===== config.mk =====
export PLATFORM = sky130hd
export DESIGN_NAME = sbus_frame_receiver_decoder_unit
export DESIGN_NICKNAME = d
export VERILOG_FILES = /design/src/rtl/sfrd_pkg.sv /design/src/rtl/sfrd_regs.sv /design/src/rtl/sfrd_front.sv /design/src/rtl/sfrd_frame_q.sv /design/src/rtl/sfrd_back.sv /design/src/rtl/sbus_frame_receiver_decoder_unit.sv
export VERILOG_INCLUDE_DIRS = /design/src /design/src/rtl
export SDC_FILE = /design/constraint.sdc
export NUM_CORES = 1
export LEC_CHECK = 0
export BUFFER_PORTS_ARGS = -buffer_cell sky130_fd_sc_hd__buf_2
export CAP_MARGIN = 40
export CORE_MARGIN = 5
export CORE_UTILIZATION = 65
export CTS_CLUSTER_DIAMETER = 60
export CTS_CLUSTER_SIZE = 20
export DETAILED_ROUTE_END_ITERATION = 8
export GPL_ROUTABILITY_DRIVEN = 0
export PLACE_DENSITY = 0.83
export RECOVER_POWER = 25
export SYNTH_ARGS = -nofsm -noshare
export SYNTH_HDL_FRONTEND = slang
export SYNTH_HIERARCHICAL = 1
export SYNTH_SLANG_ARGS = --single-unit

===== constraint.sdc =====
create_clock -name clk -period 20 [get_ports clk]
set_input_delay 1 -clock clk [delete_from_list [all_inputs] [get_ports clk]]
set_output_delay 1 -clock clk [all_outputs]
set_load 0.02 [all_outputs]

===== src/rtl/sbus_frame_receiver_decoder_unit_defines.svh =====
// assertion macros for the sbus frame receiver decoder unit
`ifndef SBUS_FRAME_RECEIVER_DECODER_UNIT_DEFINES_SVH
`define SBUS_FRAME_RECEIVER_DECODER_UNIT_DEFINES_SVH

`ifndef ASSERT_OFF
// property checked on every clock edge outside reset
`define SFRD_ASSERT(label, prop) \
	label: assert property (@(posedge clk) disable iff (!arst_n) (prop)) \
		else $error("sfrd assertion failed");
// condition in one cycle implies a condition in the next
`define SFRD_ASSERT_NEXT(label, cond, expct) \
	label: assert property (@(posedge clk) disable iff (!arst_n) (cond) |=> (expct)) \
		else $error("sfrd sequence assertion failed");
`else
`define SFRD_ASSERT(label, prop)
`define SFRD_ASSERT_NEXT(label, cond, expct)
`endif

`endif


===== src/rtl/sfrd_pkg.sv =====
// shared types and constants of the sbus frame receiver decoder
package sfrd_pkg;

	localparam int FRAME_BYTES   = 25;
	localparam int PAYLOAD_BYTES = 22;
	localparam int BYTE_W        = 8;
	localparam int CH_W          = 11;
	localparam int PROP_CHANNELS = 16;
	localparam int POS_W         = 5;
	localparam int IDX_W         = 5;
	localparam int PAYLOAD_W     = PAYLOAD_BYTES * BYTE_W;
	// stored bytes: payload bytes plus the flag byte, start byte not kept
	localparam int STORE_W       = (FRAME_BYTES - 2) * BYTE_W;

	localparam logic [POS_W-1:0] LAST_POS = POS_W'(FRAME_BYTES - 1);
	localparam logic [POS_W-1:0] FIRST_POS = POS_W'(1);

	localparam logic [IDX_W-1:0] CH_DIG0 = IDX_W'(PROP_CHANNELS);
	localparam logic [IDX_W-1:0] CH_DIG1 = IDX_W'(PROP_CHANNELS + 1);

	localparam logic [CH_W-1:0] CH_MASK = 11'h7FF;

	localparam int FLAG_DIG0_BIT = 0;
	localparam int FLAG_DIG1_BIT = 1;
	localparam int FLAG_LOST_BIT = 2;
	localparam int FLAG_FS_BIT   = 3;

	localparam int FQ_DEPTH = 2;
	localparam int FQ_PTR_W = $clog2(FQ_DEPTH);
	localparam int FQ_CNT_W = $clog2(FQ_DEPTH + 1);

	localparam int PADDR_W = 4;
	localparam int PDATA_W = 32;

	typedef enum logic [1:0] {
		REG_START_BYTE    = 2'd0,
		REG_END_BYTE      = 2'd1,
		REG_ALT_END_MASK  = 2'd2,
		REG_ALT_END_VALUE = 2'd3
	} reg_idx_t;

	typedef struct packed {
		logic [BYTE_W-1:0] start_byte;
		logic [BYTE_W-1:0] end_byte;
		logic [BYTE_W-1:0] alt_end_mask;
		logic [BYTE_W-1:0] alt_end_value;
	} cfg_t;

	typedef struct packed {
		logic [BYTE_W-1:0]    flags;
		logic [PAYLOAD_W-1:0] payload;
	} frame_t;

endpackage


===== src/rtl/sfrd_regs.sv =====
// configuration registers behind the apb-style port
module sfrd_regs
	import sfrd_pkg::*;
(
	input  logic               clk,
	input  logic               arst_n,
	input  logic               psel,
	input  logic               penable,
	input  logic               pwrite,
	input  logic [PADDR_W-1:0] paddr,
	input  logic [PDATA_W-1:0] pwdata,
	output logic [PDATA_W-1:0] prdata,
	output logic               pready,
	output cfg_t               cfg
);

	cfg_t     cfg_q;
	reg_idx_t idx;
	logic     wr_en;

	assign idx    = reg_idx_t'(paddr[PADDR_W-1:2]);
	assign wr_en  = psel && penable && pwrite;
	assign pready = 1'b1;
	assign cfg    = cfg_q;

	always_ff @(posedge clk or negedge arst_n) begin
		if (!arst_n) begin
			cfg_q.start_byte    <= 8'h0F;
			cfg_q.end_byte      <= 8'h00;
			cfg_q.alt_end_mask  <= 8'h0F;
			cfg_q.alt_end_value <= 8'h04;
		end else if (wr_en) begin
			unique case (idx)
				REG_START_BYTE:    cfg_q.start_byte    <= pwdata[BYTE_W-1:0];
				REG_END_BYTE:      cfg_q.end_byte      <= pwdata[BYTE_W-1:0];
				REG_ALT_END_MASK:  cfg_q.alt_end_mask  <= pwdata[BYTE_W-1:0];
				REG_ALT_END_VALUE: cfg_q.alt_end_value <= pwdata[BYTE_W-1:0];
				default: ;
			endcase
		end
	end

	always_comb begin
		prdata = '0;
		unique case (idx)
			REG_START_BYTE:    prdata[BYTE_W-1:0] = cfg_q.start_byte;
			REG_END_BYTE:      prdata[BYTE_W-1:0] = cfg_q.end_byte;
			REG_ALT_END_MASK:  prdata[BYTE_W-1:0] = cfg_q.alt_end_mask;
			REG_ALT_END_VALUE: prdata[BYTE_W-1:0] = cfg_q.alt_end_value;
			default:           prdata = '0;
		endcase
	end

endmodule


===== src/rtl/sfrd_front.sv =====
// byte front end: start search, frame assembly and end byte check
module sfrd_front
	import sfrd_pkg::*;
(
	input  logic              clk,
	input  logic              arst_n,
	input  cfg_t              cfg,
	input  logic              push,
	input  logic [BYTE_W-1:0] rx_byte,
	output logic              full,
	input  logic              fq_full,
	output logic              fq_push,
	output frame_t            fq_data
);

	logic               in_frame_q;
	logic [POS_W-1:0]   pos_q;
	logic [STORE_W-1:0] store_q;
	logic               accept;
	logic               at_last;
	logic               end_ok;

	assign at_last = in_frame_q && (pos_q == LAST_POS);
	// hold off the closing byte only while there is no room for the frame
	assign full    = at_last && fq_full;
	assign accept  = push && !full;
	assign end_ok  = (rx_byte == cfg.end_byte) ||
	                 ((rx_byte & cfg.alt_end_mask) == cfg.alt_end_value);

	assign fq_push = accept && at_last && end_ok;
	assign fq_data = frame_t'(store_q);

	always_ff @(posedge clk or negedge arst_n) begin
		if (!arst_n) begin
			in_frame_q <= 1'b0;
			pos_q      <= '0;
		end else if (accept) begin
			if (!in_frame_q) begin
				if (rx_byte == cfg.start_byte) begin
					in_frame_q <= 1'b1;
					pos_q      <= FIRST_POS;
				end
			end else if (at_last) begin
				in_frame_q <= 1'b0;
				pos_q      <= '0;
			end else begin
				pos_q <= pos_q + POS_W'(1);
			end
		end
	end

	// bytes enter at the top so byte 1 ends up in the lowest lane
	always_ff @(posedge clk) begin
		if (accept && in_frame_q && !at_last) begin
			store_q <= {rx_byte, store_q[STORE_W-1:BYTE_W]};
		end
	end

endmodule


===== src/rtl/sfrd_frame_q.sv =====
// short queue of checked frames between front and back
module sfrd_frame_q
	import sfrd_pkg::*;
(
	input  logic   clk,
	input  logic   arst_n,
	input  logic   push,
	input  frame_t push_data,
	output logic   full,
	input  logic   pop,
	output logic   valid,
	output frame_t pop_data
);

	frame_t              mem_q [FQ_DEPTH];
	logic [FQ_PTR_W-1:0] wr_ptr_q;
	logic [FQ_PTR_W-1:0] rd_ptr_q;
	logic [FQ_CNT_W-1:0] cnt_q;
	logic                do_push;
	logic                do_pop;

	assign full     = (cnt_q == FQ_CNT_W'(FQ_DEPTH));
	assign valid    = (cnt_q != '0);
	assign do_push  = push && !full;
	assign do_pop   = pop && valid;
	assign pop_data = mem_q[rd_ptr_q];

	always_ff @(posedge clk or negedge arst_n) begin
		if (!arst_n) begin
			wr_ptr_q <= '0;
			rd_ptr_q <= '0;
			cnt_q    <= '0;
		end else begin
			if (do_push) begin
				wr_ptr_q <= (wr_ptr_q == FQ_PTR_W'(FQ_DEPTH - 1)) ? '0 :
				            wr_ptr_q + FQ_PTR_W'(1);
			end
			if (do_pop) begin
				rd_ptr_q <= (rd_ptr_q == FQ_PTR_W'(FQ_DEPTH - 1)) ? '0 :
				            rd_ptr_q + FQ_PTR_W'(1);
			end
			if (do_push && !do_pop) begin
				cnt_q <= cnt_q + FQ_CNT_W'(1);
			end else if (do_pop && !do_push) begin
				cnt_q <= cnt_q - FQ_CNT_W'(1);
			end
		end
	end

	always_ff @(posedge clk) begin
		if (do_push) begin
			mem_q[wr_ptr_q] <= push_data;
		end
	end

endmodule


===== src/rtl/sfrd_back.sv =====
// channel unpacker: one result a cycle into the output register while a stalled pop does not hold it
module sfrd_back
	import sfrd_pkg::*;
(
	input  logic             clk,
	input  logic             arst_n,
	input  logic             fq_valid,
	input  frame_t           fq_data,
	output logic             fq_pop,
	input  logic             pop,
	output logic             empty,
	output logic [IDX_W-1:0] channel_index,
	output logic [CH_W-1:0]  channel_value,
	output logic             frame_lost,
	output logic             failsafe,
	output logic             last
);

	logic                 busy_q;
	logic [IDX_W-1:0]     chan_q;
	logic [PAYLOAD_W-1:0] work_q;
	logic [BYTE_W-1:0]    flags_q;
	logic                 out_valid_q;
	logic [IDX_W-1:0]     index_q;
	logic [CH_W-1:0]      value_q;
	logic                 lost_q;
	logic                 fs_q;
	logic                 last_q;
	logic                 emit;
	logic                 load;
	logic                 chan_last;
	logic [CH_W-1:0]      value_next;

	assign chan_last = (chan_q == CH_DIG1);
	assign emit      = busy_q && (!out_valid_q || pop);
	assign load      = fq_valid && (!busy_q || (emit && chan_last));
	assign fq_pop    = load;

	always_comb begin
		if (chan_q < IDX_W'(PROP_CHANNELS)) begin
			value_next = work_q[CH_W-1:0];
		end else if (chan_q == CH_DIG0) begin
			value_next = flags_q[FLAG_DIG0_BIT] ? CH_MASK : '0;
		end else begin
			value_next = flags_q[FLAG_DIG1_BIT] ? CH_MASK : '0;
		end
	end

	always_ff @(posedge clk or negedge arst_n) begin
		if (!arst_n) begin
			busy_q      <= 1'b0;
			chan_q      <= '0;
			out_valid_q <= 1'b0;
		end else begin
			if (load) begin
				busy_q <= 1'b1;
				chan_q <= '0;
			end else if (emit) begin
				if (chan_last) begin
					busy_q <= 1'b0;
				end else begin
					chan_q <= chan_q + IDX_W'(1);
				end
			end
			if (emit) begin
				out_valid_q <= 1'b1;
			end else if (pop) begin
				out_valid_q <= 1'b0;
			end
		end
	end

	// channels sit back to back, so a shift by one channel width exposes the next
	always_ff @(posedge clk) begin
		if (load) begin
			work_q  <= fq_data.payload;
			flags_q <= fq_data.flags;
		end else if (emit) begin
			work_q <= work_q >> CH_W;
		end
		if (emit) begin
			index_q <= chan_q;
			value_q <= value_next;
			lost_q  <= flags_q[FLAG_LOST_BIT];
			fs_q    <= flags_q[FLAG_FS_BIT];
			last_q  <= chan_last;
		end
	end

	assign empty         = !out_valid_q;
	assign channel_index = index_q;
	assign channel_value = value_q;
	assign frame_lost    = lost_q;
	assign failsafe      = fs_q;
	assign last          = last_q;

endmodule


===== src/rtl/sbus_frame_receiver_decoder_unit.sv =====
// top level of the sbus frame receiver decoder unit
//
// bytes from the uart enter on rx_byte with push; a transfer happens when push
// is high and full is low. full rises only on the closing byte of a frame
// while both frame queue slots are occupied, so every other byte is taken at
// once, one per cycle. bytes are dropped until start_byte is seen, then 25
// bytes form a frame. a frame whose last byte passes the end check yields
// 18 results, channel 0 first and channel 17 marked by last; a failed end
// check drops the frame without any result.
// results come out like a queue: while empty is low the oldest one is on the
// ports and pop takes it. after the closing byte the frame passes through the
// frame queue and the unpacker into the output register; the unpacker, a shift
// register moving one channel per cycle, then gives one result per cycle while
// pop keeps up. a stalled pop holds the output register; the frame queue lets
// two more frames land before the byte side is held off.
// the four configuration registers sit on the apb port at 0x0, 0x4, 0x8 and
// 0xc; the user must write them only while the block is idle, which the block
// itself does not enforce. reset restores their default values, returns to
// the start byte search and empties the frame queue and the output; no clearing pass is needed.
`include "sbus_frame_receiver_decoder_unit_defines.svh"

module sbus_frame_receiver_decoder_unit
	import sfrd_pkg::*;
(
	input  logic               clk,
	input  logic               arst_n,
	input  logic               psel,
	input  logic               penable,
	input  logic               pwrite,
	input  logic [PADDR_W-1:0] paddr,
	input  logic [PDATA_W-1:0] pwdata,
	output logic [PDATA_W-1:0] prdata,
	output logic               pready,
	input  logic               push,
	output logic               full,
	input  logic [BYTE_W-1:0]  rx_byte,
	input  logic               pop,
	output logic               empty,
	output logic [IDX_W-1:0]   channel_index,
	output logic [CH_W-1:0]    channel_value,
	output logic               frame_lost,
	output logic               failsafe,
	output logic               last
);

	cfg_t   cfg;
	logic   fq_full;
	logic   fq_push;
	frame_t fq_wdata;
	logic   fq_pop;
	logic   fq_valid;
	frame_t fq_rdata;

	sfrd_regs u_regs (
		.clk     (clk),
		.arst_n  (arst_n),
		.psel    (psel),
		.penable (penable),
		.pwrite  (pwrite),
		.paddr   (paddr),
		.pwdata  (pwdata),
		.prdata  (prdata),
		.pready  (pready),
		.cfg     (cfg)
	);

	sfrd_front u_front (
		.clk     (clk),
		.arst_n  (arst_n),
		.cfg     (cfg),
		.push    (push),
		.rx_byte (rx_byte),
		.full    (full),
		.fq_full (fq_full),
		.fq_push (fq_push),
		.fq_data (fq_wdata)
	);

	sfrd_frame_q u_frame_q (
		.clk       (clk),
		.arst_n    (arst_n),
		.push      (fq_push),
		.push_data (fq_wdata),
		.full      (fq_full),
		.pop       (fq_pop),
		.valid     (fq_valid),
		.pop_data  (fq_rdata)
	);

	sfrd_back u_back (
		.clk           (clk),
		.arst_n        (arst_n),
		.fq_valid      (fq_valid),
		.fq_data       (fq_rdata),
		.fq_pop        (fq_pop),
		.pop           (pop),
		.empty         (empty),
		.channel_index (channel_index),
		.channel_value (channel_value),
		.frame_lost    (frame_lost),
		.failsafe      (failsafe),
		.last          (last)
	);

	// byte side is only held off for want of a queue slot
	`SFRD_ASSERT(a_full_needs_queue_full, full |-> fq_full)
	// within a frame the next channel follows straight after a transfer
	`SFRD_ASSERT_NEXT(a_channel_sequence, (!empty && pop && !last), (!empty && channel_index == ($past(channel_index) + IDX_W'(1))))
	// last is set exactly on the final digital channel
	`SFRD_ASSERT(a_last_on_final, (!empty) |-> (last == (channel_index == CH_DIG1)))

endmodule


Yosys cells after proc, flatten, opt, wreduce, memory -nomap -nowiden
Memory sizes are Yosys's and may differ from the RTL's.
Cells that the tools add are included.
{"block": "op_classes", "mux": 27, "reduce_logical": 40, "n_eq_ne": 11, "addsub": 6, "n_bitwise": 1, "magnitude_cmp": 1}
{"op": "$mux W176", "n": 2}
{"op": "$mux W11", "n": 4}
{"op": "$pmux W8 S4", "n": 1}
{"op": "$mux W5", "n": 6}
{"op": "$eq A8 B8 Y1", "n": 3}
{"op": "$logic_and A1 B1 Y1", "n": 16}
{"op": "$eq A5 B5 Y1 const B", "n": 3}
{"op": "$reduce_and A2 Y1", "n": 7}
{"op": "$mux W1", "n": 12}
{"op": "$reduce_bool A2 Y1", "n": 6}
{"op": "$add A5 B1 Y5 const B", "n": 2}
{"op": "$and A8 B8 Y8", "n": 1}
{"op": "$logic_not A1 Y1", "n": 7}
{"op": "$eq A2 B2 Y1 const B", "n": 3}
{"op": "$lt A5 B5 Y1 const B", "n": 1}
{"op": "$mux W2", "n": 2}
{"op": "$logic_or A1 B1 Y1", "n": 3}
{"op": "$add A1 B1 Y1 const B", "n": 2}
{"op": "$add A2 B1 Y2 const B", "n": 1}
{"op": "$eq A2 B1 Y1 const B", "n": 1}
{"op": "$logic_not A2 Y1", "n": 1}
{"op": "$ne A2 B2 Y1 const B", "n": 1}
{"op": "$sub A2 B1 Y2 const B", "n": 1}
{"block": "totals", "out_inout_bits": 54, "input_bits": 51, "wordCells": 107, "n_memories": 1, "regBits": 432, "ram_bits": 368}
{"name": "u_frame_q.mem_q", "words": 2, "word_bits": 184, "rd": 1, "rd_clocked_by_memory_dff": 0, "write_ports": 1, "line_no": "sfrd_frame_q.sv:15", "text": "frame_t mem_q [FQ_DEPTH];"}

Logic depth before layout (Yosys ltp)
Gate-level depths: netlist (run 1).
{"block": "logic_depth", "depth_word": 12, "mapped_depth": 12, "mapped_depth_nobuf": 12}

Modules after synthesis
Netlist (run 1), hierarchy kept.
{"module": "sfrd_frame_q", "area_per_inst_um2": 14101.0, "seq_area_each_um2": 11150.7, "cells_each": 592, "instances": 1}
{"module": "sfrd_back", "area_per_inst_um2": 9292.7, "seq_area_each_um2": 6150.9, "cells_each": 856, "instances": 1}
{"module": "sfrd_front", "area_per_inst_um2": 6303.5, "seq_area_each_um2": 5675.4, "cells_each": 277, "instances": 1}
{"module": "sfrd_regs", "area_per_inst_um2": 1636.6, "seq_area_each_um2": 812.0, "cells_each": 107, "instances": 1}

Worst setup path before layout (run 1)
No wires, ideal clock.
{"block": "synth_path", "kind": "input-to-reg", "from": "input rx_byte[3]", "to": "memory u_frame_q/mem_q[0][0] in the netlist's numbering, enable pin", "setup_ps": 731, "path_buffers": 0, "cell_stages": 6, "required_ps": 19269, "path_slack_ps": 9862, "arrival_time_ps": 9407, "path_cell_list": "xor2_1 nor4_1 nand2_1 a21boi_0 nand2_1 nor2_1"}
{"block": "synth_between", "elab_chain_cells": 7, "elab_cells_between_ends": 8, "cone_classes": "eq/ne: 2; mux: 2; bitwise: 1; reduce/logical: 3"}
{"element": "start: declaration", "line_no": "sbus_frame_receiver_decoder_unit.sv:36", "text": "input logic [BYTE_W-1:0] rx_byte,"}
{"element": "$and A8 B8 Y8", "line_no": "sfrd_front.sv:28", "text": "((rx_byte & cfg.alt_end_mask) == cfg.alt_end_value);"}
{"element": "$eq A8 B8 Y1", "line_no": "sfrd_front.sv:28"}
{"element": "$logic_or A1 B1 Y1 (*)", "line_no": "sfrd_front.sv:27", "text": "assign end_ok = (rx_byte == cfg.end_byte) ||"}
{"element": "$logic_and A1 B1 Y1 (*)", "line_no": "sfrd_front.sv:30", "text": "assign fq_push = accept && at_last && end_ok;"}
{"element": "via fq_push", "line_no": "sbus_frame_receiver_decoder_unit.sv:48", "text": "logic fq_push;"}
{"element": "$logic_and A1 B1 Y1 (*)", "line_no": "sfrd_frame_q.sv:24", "text": "assign do_push = push && !full;"}
{"element": "$mux W1 (*)", "line_no": "sfrd_frame_q.sv:51", "text": "if (do_push) begin"}
{"element": "$mux W1 (not written as such) (*)", "line_no": "sfrd_frame_q.sv:52", "text": "mem_q[wr_ptr_q] <= push_data;"}
{"element": "end: declaration", "line_no": "sfrd_frame_q.sv:15"}
The timed path passes the listed nets; every way through them passes the cells marked *.

Final worst setup path (run 1)
{"block": "layout_path", "from": "register u_front.pos_q[0]", "to": "memory u_frame_q/mem_q[0][93] in the netlist's numbering, enable pin"}
{"block": "layout_between", "elab_chain_cells": 10}
{"element": "start: declaration", "line_no": "sfrd_front.sv:17", "text": "logic [POS_W-1:0] pos_q;"}
{"element": "start signal: assignment", "line_no": "sfrd_front.sv:47", "text": "pos_q <= pos_q + POS_W'(1);"}
{"element": "$eq A5 B5 Y1 (*)", "line_no": "sfrd_front.sv:23", "text": "assign at_last = in_frame_q && (pos_q == LAST_POS);"}
{"element": "$logic_and A1 B1 Y1 (*)", "line_no": "sfrd_front.sv:23"}
{"element": "$logic_and A1 B1 Y1", "line_no": "sfrd_front.sv:25", "text": "assign full = at_last && fq_full;"}
{"element": "$logic_not A1 Y1", "line_no": "sfrd_front.sv:26", "text": "assign accept = push && !full;"}
{"element": "$logic_and A1 B1 Y1", "line_no": "sfrd_front.sv:26"}
{"element": "$logic_and A1 B1 Y1 (*) (2 in series)", "line_no": "sfrd_front.sv:30"}
{"element": "via fq_push", "line_no": "sbus_frame_receiver_decoder_unit.sv:48"}
{"element": "$logic_and A1 B1 Y1 (*)", "line_no": "sfrd_frame_q.sv:24"}
{"element": "$mux W1 (*)", "line_no": "sfrd_frame_q.sv:51"}
{"element": "$mux W1 (not written as such) (*)", "line_no": "sfrd_frame_q.sv:52"}
Marks and branches as above.

==> impl_metrics.csv, run 1 <==
group,metric,value,unit
cells_and_area,final_cell_mix,"743 x edfxtp_1, 341 x nand2_1, 166 x o22ai_1, 150 x mux2_4, 62 x mux2_2",
cells_and_area,nets,1912,
timing,fin_crit,4.07,ns
die,num_rows,80,
cells_and_area,post-route-util,70.4,%
die,io_pins,105,
timing,setup_viol,0,
global_routing,grt_pass1_wl,89.8,mm
cts,cts_hold_buf,0,
worst_setup_path,path_max_fanout,58,
global_routing,antenna_found_initial,0,
place,dp_hpwl,31.1,mm
timing,setup_tns,0,ns
cells_and_area,antenna_cells,0,
cells_and_area,drive_gt1_share,21.3,%
hold_path,worstHoldPathType,"input port to async pin",
global_routing,grt_max_degree,77,
timing,min_period_over_period,20.4,%
cts,cts_buffer_depth,3,
cts,cts_root_buffer,"clkbuf_16",
place,port_buffers,53,
worst_setup_path,cp.required,20.22,ns
worst_setup_path,crit_type,"register to register",
cells_and_area,stdcell_count,2497,
cts,clk_latency,0.61,ns
drt,drc_errors,0,
cells_and_area,mostFrequentLayoutCell,"edfxtp_1",
yosys,yosys_warnings,6,
global_routing,grt_pass1_vias,16100,
worst_setup_path,r2r_slack,15.93,ns
yosys,syn_inst,1820,
yosys,syn_area,31000,µm²
cts,cts_buffers,47,
die,core-area,47400,µm²
power,cellPowerDensity,134,nW/µm²
worst_setup_path,end_kind,"register",
drt,drt_first_iter_violations,1718,
cts,post_cts_buffers,0,
drt,drtAntennaViolNets,0,
drt,wire_per_inst,22.6,µm
power,finalPower,0.00449,W
cts,cts.sinks,792,
run_status,status,"completed",
power,vdd_ir_drop_max,86.0,µV
place,preCtsSetupSlack,15.62,ns
drt,vias,15400,
cts,cts_resized,0,
die,start_util,65.4,%
die,die_h,229,µm
global_routing,grt_usage,21.5,%
die,die-area,52200,µm²
worst_setup_path,cp-start-kind,"register",
timing,max_freq,0.245,GHz
global_routing,gr-total-overflow,0,
power,power_leakage,11.8,nW
drt,drt_first_pass_iters,5,
timing,rsz0062_at_grt,"no",
timing,slew_headroom,37.7,%
worst_setup_path,worstPathArrival,4.29,ns
die,die_w,229,µm
yosys,syn_avg_cell_area,17.1,µm²
cts,clk_pin_slew,0.08,ns
timing,drv_slew,0,
drt,wirelength,56.3,mm
timing,clock_skew,0.0285,ns
timing,timing.final.ws_setup,15.93,ns
cts,cts_tree,"done",
cts,htree_levels,2,
timing,tightest_slew,0.934,ns
drt,vias_per_cell,6.16,
cells_and_area,syn2layout_area_growth,7.60,%
place,numPlacedInstances,2421,
run,cap_violations,0,
timing,hold_viol,0,
[critical path, cell delays in order, from the launching register on]
cell and delay, ns:
dfrtp_1 0.44, inv_1 0.10, ha_1 0.23, nand4b_4 0.16, or2_4 0.29, nor2_1 0.19
a21boi_0 0.43, nand2_1 0.24, nor2_4 0.14, buf_4 0.61, buf_4 0.79
[area by class of cell]
class / instances / area [µm²]
sequential: 792 / 23600
multi-input combinational: 899 / 6770
timing repair buffer: 91 / 836
clock buffer: 64 / 1270
clock inverter: 12 / 114
inverter: 24 / 90.1
tap: 615 / 769
fill: 2710 / 14000
[power by group]
part | internal, W | switching, W
logic | 0.000426 | 0.000616
clock network | 0.000462 | 0.000503
registers | 0.00231 | 0.000177
[sequential cells by signal (all words and copies together), names as in the netlist]
register              cells
u_back/busy_q             1
u_regs/cfg               32
u_back/channel_index      5
u_back/failsafe           1
u_frame_q/wr_ptr_q        1
u_front/in_frame_q        1
u_frame_q/rd_ptr_q        1
u_back/chan_q             5
u_frame_q/mem_q         360
u_front/fq_data         184
u_frame_q/cnt_q           2
u_back/flags_q            4
u_back/channel_value     11
u_back/out_valid_q        1
u_back/frame_lost         1
u_back/last               1
u_back/work_q           176
u_front/pos_q             5
[worst paths after layout]
kind                              startpoint                endpoint  depth (start not counted)
max in group asynchronous             arst_n           u_regs/cfg[8]                          2
hold / removal                        arst_n        u_front/pos_q[3]                          1
setup / recovery            u_front/pos_q[0]  u_frame_q/mem_q[0][93]                         10
hold reg to reg            u_back/flags_q[2]       u_back/frame_lost                          0
setup reg to reg            u_front/pos_q[0]  u_frame_q/mem_q[0][93]                         10
min in group clk           u_back/flags_q[2]       u_back/frame_lost                          0
[through the flow]
stage	hold WS (ns)	instance area (µm²)
global placement	0.405	31600
CTS	0.368	33400
global route	0.402	33400
finish	0.389	33400
floorplan	0.400	31100
detailed placement	0.409	32000
[routing by layer]
metal  vias up  track usage (%)  part of all wire (%)  wire, µm
li1       6884                -                     -         -
met1      7847             28.7                    39     21900
met2       538             37.7                    53     30000
met3       108             3.03                   5.5      3090
met4         0             5.65                   2.4      1370
met5         -                0                     0         0
(Power assumes the default switching activity.)
==> inputs of run 2 (changes only) <==
--- a/config.mk
+++ b/config.mk
@@ -9,12 +9,12 @@
 export BUFFER_PORTS_ARGS = -buffer_cell sky130_fd_sc_hd__buf_2
 export CAP_MARGIN = 40
 export CORE_MARGIN = 5
-export CORE_UTILIZATION = 65
+export CORE_UTILIZATION = 62
 export CTS_CLUSTER_DIAMETER = 60
 export CTS_CLUSTER_SIZE = 20
 export DETAILED_ROUTE_END_ITERATION = 8
 export GPL_ROUTABILITY_DRIVEN = 0
-export PLACE_DENSITY = 0.83
+export PLACE_DENSITY = 0.8
 export RECOVER_POWER = 25
 export SYNTH_ARGS = -nofsm -noshare
 export SYNTH_HDL_FRONTEND = slang
==> constraint.sdc (replaced) <==
create_clock -name clk -period 3.8 [get_ports clk]
set_input_delay 0.19 -clock clk [delete_from_list [all_inputs] [get_ports clk]]
set_output_delay 0.19 -clock clk [all_outputs]
set_load 0.02 [all_outputs]
==> impl_metrics.csv, run 2 (synthesized netlist as in run 1, its figures left out) <==
group,metric,value,unit
run_status,status,"finished, violations left",
run_status,violations,"max-capacitance violations, max-slew violations",
global_routing,gr-total-overflow,0,
worst_setup_path,path_max_fanout,59,
worst_setup_path,cp.required,4.04,ns
timing,hold_slack,0.0771,ns
timing,clock_skew,0.0250,ns
cells_and_area,top_register,"u_frame_q/mem_q",
cells_and_area,syn2layout_area_growth,8.30,%
cells_and_area,drive_gt1_share,20.5,%
power,vdd_ir_drop_max,569,µV
die,core-area,49900,µm²
power,switching_share,28.3,%
place,port_buffers,53,
die,die_w,234,µm
timing,max_freq,0.346,GHz
power,intPower,0.0169,W
cells_and_area,nets,1923,
hold_path,worstHoldPathType,"input port to register",
cells_and_area,largest_reg_flops,360,
worst_setup_path,end_kind,"register",
power,power_frac_comb,22.0,%
global_routing,grt_usage,19.8,%
power,pwr-share-seq,55.8,%
cts,cts_buffer_depth,3,
timing,setup_viol,0,
cts,cts_buffers,48,
power,clkPwrFrac,22.2,%
hold_path,whs_path_depth,3,
worst_setup_path,crit_buf_inv,2,
global_routing,grt_max_degree,166,
die,die_h,234,µm
worst_setup_path,crit_slowest_cell,"dfrtp_1",
drt,drt_first_pass_iters,5,
drt,vias_per_cell,5.94,
global_routing,antenna_found_initial,0,
timing,slew_headroom,-8.51,%
timing,rsz0062_at_grt,"no",
cts,cts.sinks,792,
timing,drv_slew,26,
power,switchingPower,0.00668,W
cells_and_area,mostFrequentLayoutCell,"edfxtp_1",
worst_setup_path,reg2reg_depth,9,
worst_setup_path,cp-start-kind,"register",
worst_setup_path,worstPathArrival,3.14,ns
timing,tightest_slew,1.63,ns
place,dp_hpwl,29.2,mm
drt,drt_first_iter_violations,1272,
cts,clk_pin_slew,0.08,ns
drt,drc_errors,0,
die,start_util,62.3,%
cts,cts_root_buffer,"clkbuf_16",
worst_setup_path,cp_top_family,"simple AND/OR/NAND/NOR gates",
cts,htree_levels,2,
worst_setup_path,slowest_delay,0.45,ns
worst_setup_path,cp.depth,9,
global_routing,grt_pass1_wl,86.1,mm
cells_and_area,post-route-util,67.4,%
die,num_rows,82,
power,cellPowerDensity,702,nW/µm²
die,die-area,54700,µm²
drt,wire_per_inst,21.1,µm
cts,clk_latency,0.60,ns
drt,drtAntennaViolNets,0,
timing,fin_crit,2.89,ns
drt,wirelength,54.0,mm
cells_and_area,fill_cells,3130,
cells_and_area,final_cell_mix,"743 x edfxtp_1, 340 x nand2_1, 166 x o22ai_1, 150 x mux2_4, 62 x mux2_2",
timing,min_period_over_period,76.2,%
drt,vias,15200,
die,io_pins,105,
timing,hold_viol,0,
worst_setup_path,cp_cell_sequence,"inv_1 -> ha_2 -> nand4b_4 -> or2_4 -> nor2_2 -> a21boi_2 -> nand2_2 -> nor2_4 -> buf_12",
run,cap_violations,1,
cells_and_area,seq_area,23600,µm²
cells_and_area,antenna_cells,0,
cts,cts_tree,"done",
power,power_leakage,11.8,nW
global_routing,grt_pass1_vias,15900,
cells_and_area,multi_input_area,6790,µm²
worst_setup_path,crit_type,"register to register",
[run 2: cell count changes in the layout (fill, tap and decap cells not counted), sizes merged]
| cell | change |
|---|---|
| clkinv | +3 |
| inv | -2 |
| bufinv | +2 |
| clkbuf | +8 |
| buf | -17 |
| dlygate4sd3 | +18 |
| clkinvlp | -3 |
[run 2: metrics by stage]
step                cells  setup TNS (ns)  worst slack, ns  cell area [µm²]  total power, W
finish               2563               0            0.906            33600          0.0236
global route         2563               0            0.743            33600          0.0247
floorplan            1843         -180.37           -0.755            31200          0.0170
CTS                  2563               0            0.907            33600          0.0238
detailed placement   2470               0            0.978            32000          0.0185
global placement     2467               0             1.03            32000          0.0182
[run 2: power groups by stage]
stage          sequential, W  combinational [W]  clock, W
3_3_place_gp          0.0132            0.00499         0
6_report              0.0132            0.00519   0.00525
4_1_cts               0.0132            0.00523   0.00536
2_1_floorplan         0.0130            0.00403         0
5_1_grt               0.0133            0.00562   0.00570
3_5_place_dp          0.0133            0.00517         0
[run 2: timing repair]
item / 4_1_cts / 5_1_grt
resized for setup: 0 / 0
setup buffers: 0 / 0
hold buffers: 18 / 0
hold endpoints to repair: 60 / 0
[run 2: layer usage]
layer | GRT usage (%) | up-vias | part of all wire (%)
li1 | - | 6901 | -
met4 | 5.56 | 0 | 2.1
met5 | 0 | - | 0
met2 | 35.3 | 440 | 54
met1 | 26.1 | 7807 | 40
met3 | 2.46 | 85 | 4.5
[run 2: cell type report]
class,instances,share of cell area (%)
Clock buffer,63,3.83
Clock inverter,12,0.487
Inverter,24,0.268
Multi-Input combinational cell,899,20.2
Sequential cell,792,70.0
Tap cell,672,2.50
Timing Repair Buffer,101,2.69
[run 2: path summary, 6_finish.rpt]
kind	slack, ns	from	to
worst max-delay path	0.91	u_front/pos_q[0]	u_frame_q/mem_q[0][61]
worst min-delay path	0.08	pop	u_back/out_valid_q
worst max register to register	0.91	u_front/pos_q[0]	u_frame_q/mem_q[0][61]
worst min register to register	0.42	u_front/fq_data[182]	u_front/fq_data[174]
max in group asynchronous	2.07	arst_n	u_frame_q/rd_ptr_q
min in group asynchronous	0.58	arst_n	u_back/out_valid_q
[run 2: tightest hold or removal path: stages]
cell     delay [ns]
buf_2          0.08
nor2b_1        0.07
or2_2          0.29
